File: src/rtl/u16u8_pkg.sv
`default_nettype none
package u16u8_pkg;

	localparam int unsigned QueueDepth = 2;

	localparam logic [20:0] ReplCp  = 21'h00FFFD;
	localparam logic [20:0] MaxCp   = 21'h10FFFF;
	localparam logic [20:0] SuppBase = 21'h010000;

	// Byte segment codes of the serializer.
	localparam logic SegRepl = 1'b0;
	localparam logic SegCp   = 1'b1;

	// Encoded length minus one.
	localparam logic [1:0] Len1 = 2'd0;
	localparam logic [1:0] Len2 = 2'd1;
	localparam logic [1:0] Len3 = 2'd2;
	localparam logic [1:0] Len4 = 2'd3;

	// One classified item: an optional U+FFFD for a dropped high surrogate,
	// then an optional code point with its encoded length.
	typedef struct packed {
		logic        repl;
		logic        cp_ok;
		logic [20:0] cp;
		logic [1:0]  lm1;
		logic        last;
	} job_t;

	function automatic logic [1:0] utf8_lm1(input logic [20:0] cp);
		logic [1:0] r;
		if (cp <= 21'h7F) begin
			r = Len1;
		end else if (cp <= 21'h7FF) begin
			r = Len2;
		end else if (cp <= 21'hFFFF) begin
			r = Len3;
		end else begin
			r = Len4;
		end
		return r;
	endfunction

	function automatic logic [7:0] utf8_byte_at(input logic [20:0] cp, input logic [1:0] lm1,
			input logic [1:0] idx);
		logic [7:0] b;
		b = {2'b10, cp[5:0]};
		unique case (lm1)
			Len1: b = cp[7:0];
			Len2: begin
				if (idx == 2'd0) b = {3'b110, cp[10:6]};
			end
			Len3: begin
				if (idx == 2'd0) b = {4'b1110, cp[15:12]};
				else if (idx == 2'd1) b = {2'b10, cp[11:6]};
			end
			Len4: begin
				if (idx == 2'd0) b = {5'b11110, cp[20:18]};
				else if (idx == 2'd1) b = {2'b10, cp[17:12]};
				else if (idx == 2'd2) b = {2'b10, cp[11:6]};
			end
			default: b = {2'b10, cp[5:0]};
		endcase
		return b;
	endfunction

endpackage
`default_nettype wire

File: src/rtl/u16u8_if.sv
`default_nettype none
interface u16u8_in_if;
	logic        valid;
	logic        ready;
	logic [31:0] code_unit;
	logic        last_unit;

	modport source (output valid, output code_unit, output last_unit, input ready);
	modport sink (input valid, input code_unit, input last_unit, output ready);
endinterface

interface u16u8_out_if;
	logic       valid;
	logic       ready;
	logic [7:0] utf8_byte;
	logic       last_of_run;
	logic       end_of_string;

	modport source (output valid, output utf8_byte, output last_of_run, output end_of_string,
		input ready);
	modport sink (input valid, input utf8_byte, input last_of_run, input end_of_string,
		output ready);
endinterface
`default_nettype wire

File: src/rtl/u16u8_front.sv
`default_nettype none
module u16u8_front
	import u16u8_pkg::*;
(
	input  wire logic  clk,
	input  wire logic  arst_n,
	input  wire logic  cfg_we,
	input  wire logic  cfg_wdata,
	input  wire logic  in_valid,
	output logic       in_ready,
	input  wire logic [31:0] code_unit,
	input  wire logic  last_unit,
	input  wire logic  q_full,
	output logic       q_push,
	output job_t       q_job
);

	logic        mode32_q;
	logic        pending_q;
	logic [9:0]  held_q;
	logic        accept;
	logic [15:0] u;
	logic        is_high;
	logic        is_low;
	logic        hold_new;
	job_t        job;

	assign u       = code_unit[15:0];
	assign is_high = (u >= 16'hD800) && (u <= 16'hDBFF);
	assign is_low  = (u >= 16'hDC00) && (u <= 16'hDFFF);

	always_comb begin
		job      = '0;
		job.last = last_unit;
		hold_new = 1'b0;
		if (mode32_q) begin
			job.cp_ok = 1'b1;
			job.cp    = (code_unit > 32'(MaxCp)) ? ReplCp : code_unit[20:0];
		end else if (pending_q && is_low) begin
			job.cp_ok = 1'b1;
			job.cp    = SuppBase + {1'b0, held_q, u[9:0]};
		end else begin
			job.repl = pending_q;
			if (is_high) begin
				if (last_unit) begin
					job.cp_ok = 1'b1;
					job.cp    = ReplCp;
				end else begin
					hold_new = 1'b1;
				end
			end else if (is_low) begin
				job.cp_ok = 1'b1;
				job.cp    = ReplCp;
			end else begin
				job.cp_ok = 1'b1;
				job.cp    = {5'd0, u};
			end
		end
		job.lm1 = utf8_lm1(job.cp);
	end

	assign in_ready = !q_full;
	assign accept   = in_valid && in_ready;
	assign q_push   = accept && (job.repl || job.cp_ok);
	assign q_job    = job;

	always_ff @(posedge clk or negedge arst_n) begin
		if (!arst_n) begin
			mode32_q  <= 1'b0;
			pending_q <= 1'b0;
		end else if (cfg_we) begin
			mode32_q  <= cfg_wdata;
			pending_q <= 1'b0;
		end else if (accept) begin
			pending_q <= hold_new;
		end
	end

	// Only the low ten bits of a high surrogate carry information.
	always_ff @(posedge clk) begin
		if (accept && hold_new) begin
			held_q <= u[9:0];
		end
	end

	// A newly held surrogate may still push the replacement for the one it displaces.
	a_hold_no_push: assert property (@(posedge clk) disable iff (!arst_n)
		(accept && hold_new) |-> (!job.cp_ok && (q_push == pending_q)))
		else $error("held surrogate produced a queue entry");
	a_mode32_no_pend: assert property (@(posedge clk) disable iff (!arst_n)
		mode32_q |-> !pending_q)
		else $error("surrogate pending in 32-bit mode");

endmodule
`default_nettype wire

File: src/rtl/u16u8_queue.sv
`default_nettype none
module u16u8_queue
	import u16u8_pkg::*;
#(
	parameter int unsigned DEPTH = QueueDepth
) (
	input  wire logic clk,
	input  wire logic arst_n,
	input  wire logic push,
	input  job_t      wr_job,
	output logic      full,
	input  wire logic pop,
	output logic      rd_valid,
	output job_t      rd_job
);

	localparam int unsigned PtrW = (DEPTH > 1) ? $clog2(DEPTH) : 1;
	localparam int unsigned CntW = $clog2(DEPTH + 1);
	localparam logic [PtrW-1:0] LastPtr = PtrW'(DEPTH - 1);
	localparam logic [CntW-1:0] FullCnt = CntW'(DEPTH);

	job_t            mem_q [DEPTH];
	logic [PtrW-1:0] wr_ptr_q;
	logic [PtrW-1:0] rd_ptr_q;
	logic [CntW-1:0] cnt_q;
	logic            do_push;
	logic            do_pop;

	assign full     = (cnt_q == FullCnt);
	assign rd_valid = (cnt_q != '0);
	assign rd_job   = mem_q[rd_ptr_q];
	assign do_push  = push && !full;
	assign do_pop   = pop && rd_valid;

	always_ff @(posedge clk or negedge arst_n) begin
		if (!arst_n) begin
			wr_ptr_q <= '0;
			rd_ptr_q <= '0;
			cnt_q    <= '0;
		end else begin
			if (do_push) begin
				wr_ptr_q <= (wr_ptr_q == LastPtr) ? '0 : wr_ptr_q + 1'b1;
			end
			if (do_pop) begin
				rd_ptr_q <= (rd_ptr_q == LastPtr) ? '0 : rd_ptr_q + 1'b1;
			end
			if (do_push && !do_pop) begin
				cnt_q <= cnt_q + 1'b1;
			end else if (do_pop && !do_push) begin
				cnt_q <= cnt_q - 1'b1;
			end
		end
	end

	always_ff @(posedge clk) begin
		if (do_push) begin
			mem_q[wr_ptr_q] <= wr_job;
		end
	end

	a_no_overflow: assert property (@(posedge clk) disable iff (!arst_n)
		push |-> !full)
		else $error("push into a full queue");
	a_cnt_range: assert property (@(posedge clk) disable iff (!arst_n)
		cnt_q <= FullCnt)
		else $error("queue count out of range");
	a_entry_nonempty: assert property (@(posedge clk) disable iff (!arst_n)
		rd_valid |-> (rd_job.repl || rd_job.cp_ok))
		else $error("queue entry carries no bytes");

endmodule
`default_nettype wire

File: src/rtl/u16u8_back.sv
`default_nettype none
module u16u8_back
	import u16u8_pkg::*;
(
	input  wire logic  clk,
	input  wire logic  arst_n,
	input  wire logic  q_valid,
	input  job_t       q_job,
	output logic       q_pop,
	output logic       out_valid,
	input  wire logic  out_ready,
	output logic [7:0] utf8_byte,
	output logic       last_of_run,
	output logic       end_of_string
);

	job_t        job_q;
	logic        busy_q;
	logic        seg_q;
	logic [1:0]  idx_q;
	logic        ov_q;
	logic [7:0]  byte_q;
	logic        lor_q;
	logic        eos_q;
	logic        adv;
	logic [20:0] cur_cp;
	logic [1:0]  cur_lm1;
	logic        seg_end;
	logic        job_end;

	assign adv     = busy_q && (!ov_q || out_ready);
	assign cur_cp  = (seg_q == SegCp) ? job_q.cp : ReplCp;
	assign cur_lm1 = (seg_q == SegCp) ? job_q.lm1 : Len3;
	assign seg_end = (idx_q == cur_lm1);
	assign job_end = seg_end && ((seg_q == SegCp) || !job_q.cp_ok);
	// The next entry is taken in the same cycle that the last byte of this one is loaded into the output register.
	assign q_pop   = q_valid && (!busy_q || (adv && job_end));

	always_ff @(posedge clk or negedge arst_n) begin
		if (!arst_n) begin
			busy_q <= 1'b0;
			seg_q  <= SegRepl;
			idx_q  <= '0;
			ov_q   <= 1'b0;
		end else begin
			if (q_pop) begin
				busy_q <= 1'b1;
				seg_q  <= q_job.repl ? SegRepl : SegCp;
				idx_q  <= '0;
			end else if (adv && job_end) begin
				busy_q <= 1'b0;
			end else if (adv) begin
				if (seg_end) begin
					seg_q <= SegCp;
					idx_q <= '0;
				end else begin
					idx_q <= idx_q + 1'b1;
				end
			end
			if (adv) begin
				ov_q <= 1'b1;
			end else if (out_ready) begin
				ov_q <= 1'b0;
			end
		end
	end

	always_ff @(posedge clk) begin
		if (q_pop) begin
			job_q <= q_job;
		end
		if (adv) begin
			byte_q <= utf8_byte_at(cur_cp, cur_lm1, idx_q);
			lor_q  <= job_end;
			eos_q  <= job_end && job_q.last;
		end
	end

	assign out_valid     = ov_q;
	assign utf8_byte     = byte_q;
	assign last_of_run   = lor_q;
	assign end_of_string = eos_q;

	a_eos_on_run_end: assert property (@(posedge clk) disable iff (!arst_n)
		(ov_q && eos_q) |-> lor_q)
		else $error("end of string away from the end of a run");
	a_repl_seg: assert property (@(posedge clk) disable iff (!arst_n)
		(busy_q && seg_q == SegRepl) |-> job_q.repl)
		else $error("replacement segment on an entry without one");
	a_cp_seg: assert property (@(posedge clk) disable iff (!arst_n)
		(busy_q && seg_q == SegCp) |-> job_q.cp_ok)
		else $error("code point segment on an entry without one");

endmodule
`default_nettype wire

File: src/rtl/utf16_to_utf8_encoder_top.sv
// Channel   Dir  Payload                                      Transfer
// in_ch     in   code_unit[31:0], last_unit                   valid && ready
// out_ch    out  utf8_byte[7:0], last_of_run, end_of_string   valid && ready
// cfg       in   cfg_wdata (wide_unit_32bit)                  cfg_we
//
// The output emits one byte per cycle while out_ch.ready holds; an item causes 0 to 6
// bytes (1 to 3 for a BMP character), sent in order by the back-end byte serializer.
// An input transfer is taken whenever the classify queue has room, even while the output
// register is stalled; its bytes pass through a queue entry, then the output register.
// Reset clears the mode bit, the pending surrogate, the queue and the output register.
`default_nettype none
module utf16_to_utf8_encoder_top
	import u16u8_pkg::*;
#(
	parameter int unsigned QUEUE_DEPTH = QueueDepth
) (
	input  wire logic   clk,
	input  wire logic   arst_n,
	input  wire logic   cfg_we,
	input  wire logic   cfg_wdata,
	u16u8_in_if.sink    in_ch,
	u16u8_out_if.source out_ch
);

	logic q_full;
	logic q_push;
	job_t q_wr_job;
	logic q_pop;
	logic q_valid;
	job_t q_rd_job;

	u16u8_front u_front (
		.clk       (clk),
		.arst_n    (arst_n),
		.cfg_we    (cfg_we),
		.cfg_wdata (cfg_wdata),
		.in_valid  (in_ch.valid),
		.in_ready  (in_ch.ready),
		.code_unit (in_ch.code_unit),
		.last_unit (in_ch.last_unit),
		.q_full    (q_full),
		.q_push    (q_push),
		.q_job     (q_wr_job)
	);

	u16u8_queue #(
		.DEPTH (QUEUE_DEPTH)
	) u_queue (
		.clk      (clk),
		.arst_n   (arst_n),
		.push     (q_push),
		.wr_job   (q_wr_job),
		.full     (q_full),
		.pop      (q_pop),
		.rd_valid (q_valid),
		.rd_job   (q_rd_job)
	);

	u16u8_back u_back (
		.clk           (clk),
		.arst_n        (arst_n),
		.q_valid       (q_valid),
		.q_job         (q_rd_job),
		.q_pop         (q_pop),
		.out_valid     (out_ch.valid),
		.out_ready     (out_ch.ready),
		.utf8_byte     (out_ch.utf8_byte),
		.last_of_run   (out_ch.last_of_run),
		.end_of_string (out_ch.end_of_string)
	);

endmodule
`default_nettype wire
File: src/flat_wrapper.sv
// flat-port wrapper written by rule: the top's interface ports become plain ports
module utf16_to_utf8_encoder_top_flat import u16u8_pkg::*;
#(
	parameter int unsigned QUEUE_DEPTH = QueueDepth
)
  (clk, arst_n, cfg_we, cfg_wdata, in_ch_valid, in_ch_code_unit, in_ch_last_unit, in_ch_ready, out_ch_valid, out_ch_utf8_byte, out_ch_last_of_run, out_ch_end_of_string, out_ch_ready);
  u16u8_in_if in_ch_i ();
  u16u8_out_if out_ch_i ();
  input  wire logic clk;
  input  wire logic arst_n;
  input  wire logic cfg_we;
  input  wire logic cfg_wdata;
  input wire logic [$bits(in_ch_i.valid)-1:0] in_ch_valid;
  input wire logic [$bits(in_ch_i.code_unit)-1:0] in_ch_code_unit;
  input wire logic [$bits(in_ch_i.last_unit)-1:0] in_ch_last_unit;
  output wire logic [$bits(in_ch_i.ready)-1:0] in_ch_ready;
  output wire logic [$bits(out_ch_i.valid)-1:0] out_ch_valid;
  output wire logic [$bits(out_ch_i.utf8_byte)-1:0] out_ch_utf8_byte;
  output wire logic [$bits(out_ch_i.last_of_run)-1:0] out_ch_last_of_run;
  output wire logic [$bits(out_ch_i.end_of_string)-1:0] out_ch_end_of_string;
  input wire logic [$bits(out_ch_i.ready)-1:0] out_ch_ready;
  assign in_ch_i.valid = in_ch_valid;
  assign in_ch_i.code_unit = in_ch_code_unit;
  assign in_ch_i.last_unit = in_ch_last_unit;
  assign in_ch_ready = in_ch_i.ready;
  assign out_ch_valid = out_ch_i.valid;
  assign out_ch_utf8_byte = out_ch_i.utf8_byte;
  assign out_ch_last_of_run = out_ch_i.last_of_run;
  assign out_ch_end_of_string = out_ch_i.end_of_string;
  assign out_ch_i.ready = out_ch_ready;
  utf16_to_utf8_encoder_top #(.QUEUE_DEPTH(QUEUE_DEPTH)) u_core (.clk(clk), .arst_n(arst_n), .cfg_we(cfg_we), .cfg_wdata(cfg_wdata), .in_ch(in_ch_i), .out_ch(out_ch_i));
endmodule
File: config.mk
export PLATFORM = sky130hd
export DESIGN_NAME = utf16_to_utf8_encoder_top_flat
export DESIGN_NICKNAME = d
export VERILOG_FILES = /design/src/rtl/u16u8_pkg.sv /design/src/rtl/u16u8_if.sv /design/src/rtl/u16u8_front.sv /design/src/rtl/u16u8_queue.sv /design/src/rtl/u16u8_back.sv /design/src/rtl/utf16_to_utf8_encoder_top.sv /design/src/flat_wrapper.sv
export SDC_FILE = /design/constraint.sdc
export NUM_CORES = 1
export LEC_CHECK = 0
export ABC_AREA = 1
export BUFFER_PORTS_ARGS = -buffer_cell sky130_fd_sc_hd__buf_2
export CORE_MARGIN = 2
export CORE_UTILIZATION = 40
export CTS_CLUSTER_SIZE = 25
export DETAILED_ROUTE_END_ITERATION = 8
export SLEW_MARGIN = 10
export SYNTH_ARGS = -nofsm -noshare
export SYNTH_HDL_FRONTEND = slang
export SYNTH_HIERARCHICAL = 1
export SYNTH_SLANG_ARGS = --single-unit
File: constraint.sdc
create_clock -name clk -period 3.3 [get_ports clk]
set_clock_uncertainty 0.05 [all_clocks]
set_input_delay 0.99 -clock clk [delete_from_list [all_inputs] [get_ports clk]]
set_output_delay 0.99 -clock clk [all_outputs]
set_load 0.01 [all_outputs]
==> metrics.md <==
| Metric | Value |
|---|---|
| Status | finished clean |
| CTS Hold Bufs | 0 |
| CP Max Fanout | 4 |
| Setup crit start kind | primary input |
| PwrDens | between 700 and 800 nW/um^2 |
| Skew-Pair Late Insertion Delay | 0.35 ns |
| Total die area | between 10,000 and 15,000 um^2 |
| Final TNS setup | 0 ns |
| Synth Area per Inst | around 9.4 um^2 |
| Combinational power share | 0.340 |
| Max-slew violation count | 0 |
| Clk root buf | clkbuf_16 |
| RSZ-0062 raised after global routing | false |
| Nets | just under 700 |
| Routed wire length | 11.3 mm |
| Buffers on Ports | 50 |
| Slowest CP cell | ha_1 |
| EDFF count, synth | 97 |
| FFs w/ async S/R, synth | 0.102 |
| Cells after Synth | 593 |
| Crit path time final | 2.49 ns |
| Worst Path Arrival | around 2.7 ns |
| Setup CP Type | primary input to flip-flop |
| Worst path required time | 3.49 ns |
| DRT antenna net count | 0 |
| Max stage delay on crit path | approximately 0.3 ns |
| Post-CTS sizing | 0 |
| First-iteration detailed-routing DRC count | 271 |
| Synth warn | 6 |
| DRC | 0 |
| Post-synthesis cell type count | 42 |
| Net Sw Power | about 1700 uW |
| P_int | roughly 3000 uW |
| Initial Util | 0.405 |
| Area of the multi-input gates | roughly 2000 um^2 |
| HPWL Detailed | 8.51 mm |
| Tcrit/Tclk final | 0.754 |
| Rel. slew slack | 0.605 |
| Fill cells | approximately 1,400 |
| #FFs+latches synth | 108 |
| Pre-CTS setup slack | between 0.4 and 0.5 ns |
| Vias in the first global route | 3,843 |
| Clock sinks | 108 |
| CP dominant cell by count | nand2_1 |
| Io pins | around 50 |
| First-pass GRT wire length | 19.0 mm |
| Seq/Total Area, Yosys | 0.571 |
| Worst Tran Pin Value | around 0.6 ns |
| GRT Total Usage | 0.165 |
| Leak Pwr | around 0.0027 uW |
| Synth Flop Type | edfxtp_1 |
| Endpoints failing setup | 0 |
| Core Region | 13,800 um^2 |
| Buffer count from post-CTS setup fixing | 0 |
| Worst setup EP type | flip-flop |
| Worst-path clk slew | around 0.070 ns |
| F_max | between 0.4 and 0.5 GHz |
| Reg area | 3190 um^2 |
| CTS tree | yes |
| Pin count of the biggest net entering global routing | 28 |
| Max Cap Viol | 0 |
| Site row count | 43 |
| Flop pwr share | 0.440 |
| CP Buf/Inv Count | 5 |
| Clock share of power | 0.220 |
| Routed len/inst | 13.6 um |
| CP delay by family, top | simple AND/OR/NAND/NOR gates |
| TritonCTS Buffers | 9 |
| Synth Cell Area | about 5600 um^2 |
| Die W | around 120 um |
| PnR worst setup slack | 0.811 ns |
| Area growth, synth to finish | 12.4% |
| Die height | ~120 um |
| DR vias | 4,031 |
| Drt pass-1 iters | 5 |
| Final hold vios | 0 |
| Layout cells sized above 1 | 0.198 |
| Syn nets | 637 |
| Worst-path cell chain | buf_2, inv_2, nand2_1, nor3_4, nand3_1, nor2_1, nand2_1, o21bai_1, inv_1, inv_1, nor2_4, ha_1, inv_1, nand3_1, nand2_1, nand2_1 |
| Peak supply drop | 0.284 mV |
| GP Congestion | ~0.84 |
| Initial antenna violation count | 0 |
| Switching Fraction | 0.361 |
| H-tree Lvls | 3 |
| Number of diodes | 0 |
| Vias per cell | between 4 and 5 |
| Clock Path Buffers | 2 |
| Grt total ovfl | 0 |
| Min Hold Slack | 0.433 ns |
| Worst min path class | flip-flop to flip-flop |
cell type report:
cell class / instances / share of cell area
flip-flops and latches: 108 / 0.508
well taps: 180 / 0.0359
repair buffers: 57 / 0.0502
inverters: 76 / 0.0466
clock buffers: 9 / 0.0359
clock inverters: 7 / 0.0104
multi-input cells: 391 / 0.313
cells in the mapped netlist, types with 4 or more instances:
cell type  instances  share of area
buf_2              5         0.0045
nor2_2             4         0.0045
nand2_2           24          0.027
a21oi_1           13          0.012
edfxtp_1          97           0.52
nand3_1           25          0.022
dfrtp_1           11          0.049
nand4_1           15          0.017
buf_6              6          0.012
o211ai_1          10          0.013
inv_1             68          0.046
inv_2              7         0.0047
nor2_4             5          0.010
nand2_1          195           0.13
nor2_1            33          0.022
o21ai_0           33          0.030
ha_1               5          0.011
flip-flops by register name, indices dropped and copies added (netlist names):
signal / cells
u_core/u_queue/mem_q: 52
u_core/u_back/last_of_run: 1
u_core/u_queue/wr_ptr_q: 1
u_core/u_back/idx_q: 2
u_core/u_front/held_q: 10
u_core/u_back/job_q: 25
u_core/u_back/utf8_byte: 8
u_core/u_back/seg_q: 1
u_core/u_queue/cnt_q: 2
u_core/u_front/pending_q: 1
u_core/u_back/busy_q: 1
u_core/u_front/mode32_q: 1
u_core/u_back/out_valid: 1
u_core/u_queue/rd_ptr_q: 1
u_core/u_back/end_of_string: 1
logic make-up (layout without fill, tap and decap cells):
logic type,Yosys count,after routing,share of synthesized area
buf+inv,94,149,0.0773
fa+ha+maj,5,5,0.0112
flops,108,108,0.571
simple gates,317,317,0.268
compound gates,67,67,0.0695
xor+xnor,2,2,0.00314
worst paths after layout:
kind | endpoint | slack, ns | startpoint | depth (start not counted)
max | u_core/u_queue/cnt_q[1] | 0.81 | in_ch_code_unit[13] | 16
min | u_core/u_queue/cnt_q[1] | 0.43 | u_core/u_queue/cnt_q[1] | 2
max reg2reg | u_core/u_back/utf8_byte[2] | 1.03 | u_core/u_back/idx_q[0] | 5
min reg2reg | u_core/u_queue/cnt_q[1] | 0.43 | u_core/u_queue/cnt_q[1] | 2
max in group asynchronous | u_core/u_queue/cnt_q[1] | 2.52 | arst_n | 1
min in group asynchronous | u_core/u_back/busy_q | 0.46 | arst_n | 1
worst register-to-register path: stages, from the launching register on:
cell and delay, ns:
dfrtp_1 0.42, inv_1 0.14, ha_1 0.53, inv_1 0.37, o311ai_0 0.38, nand4_1 0.12
through the flow:
step / util / total power, uW / instance area [um^2] / cells
3_5_place_dp: 0.435 / 3770 / 5990 / 812
6_report: 0.456 / 4780 / 6280 / 828
2_1_floorplan: - / 3370 / 5590 / 593
5_1_grt: 0.456 / 5150 / 6280 / 828
4_1_cts: 0.456 / 4840 / 6280 / 828
3_3_place_gp: 0.435 / 3750 / 5990 / 812
layout by cell type, fill, tap and decap left out, types with 2 or more instances in the layout:
cell	count
nand2_1	195
edfxtp_1	97
inv_1	68
buf_2	50
o21ai_0	33
nor2_1	32
nand3_1	25
nand2_2	24
nand4_1	15
a21oi_1	13
dfrtp_1	11
o211ai_1	10
clkbuf_16	9
inv_2	7
buf_4	6
ha_1	5
nor2_2	5
nor2_4	5
nand2_4	3
o2111ai_1	3
nand4_2	3
clkinv_2	2
clkinv_1	2
a31oi_1	2
nand3_2	2
nand3_4	2
routing by layer:
layer	routed length, um	global-route usage	vias up
li1	-	-	2061
met1	5350	0.219	1845
met2	5270	0.266	110
met3	488	0.0454	15
met4	164	0.0503	0
met5	0	0	-
power by group through the flow:
stage	registers [uW]	logic, uW	clock network (uW)
final	2100	1630	1050
after detailed placement	2140	1630	0
after CTS	2110	1640	1100
after global routing	2140	1870	1140
after global placement	2130	1620	0
after floorplan	2110	1260	0
Power figures use the tool's default switching activity.
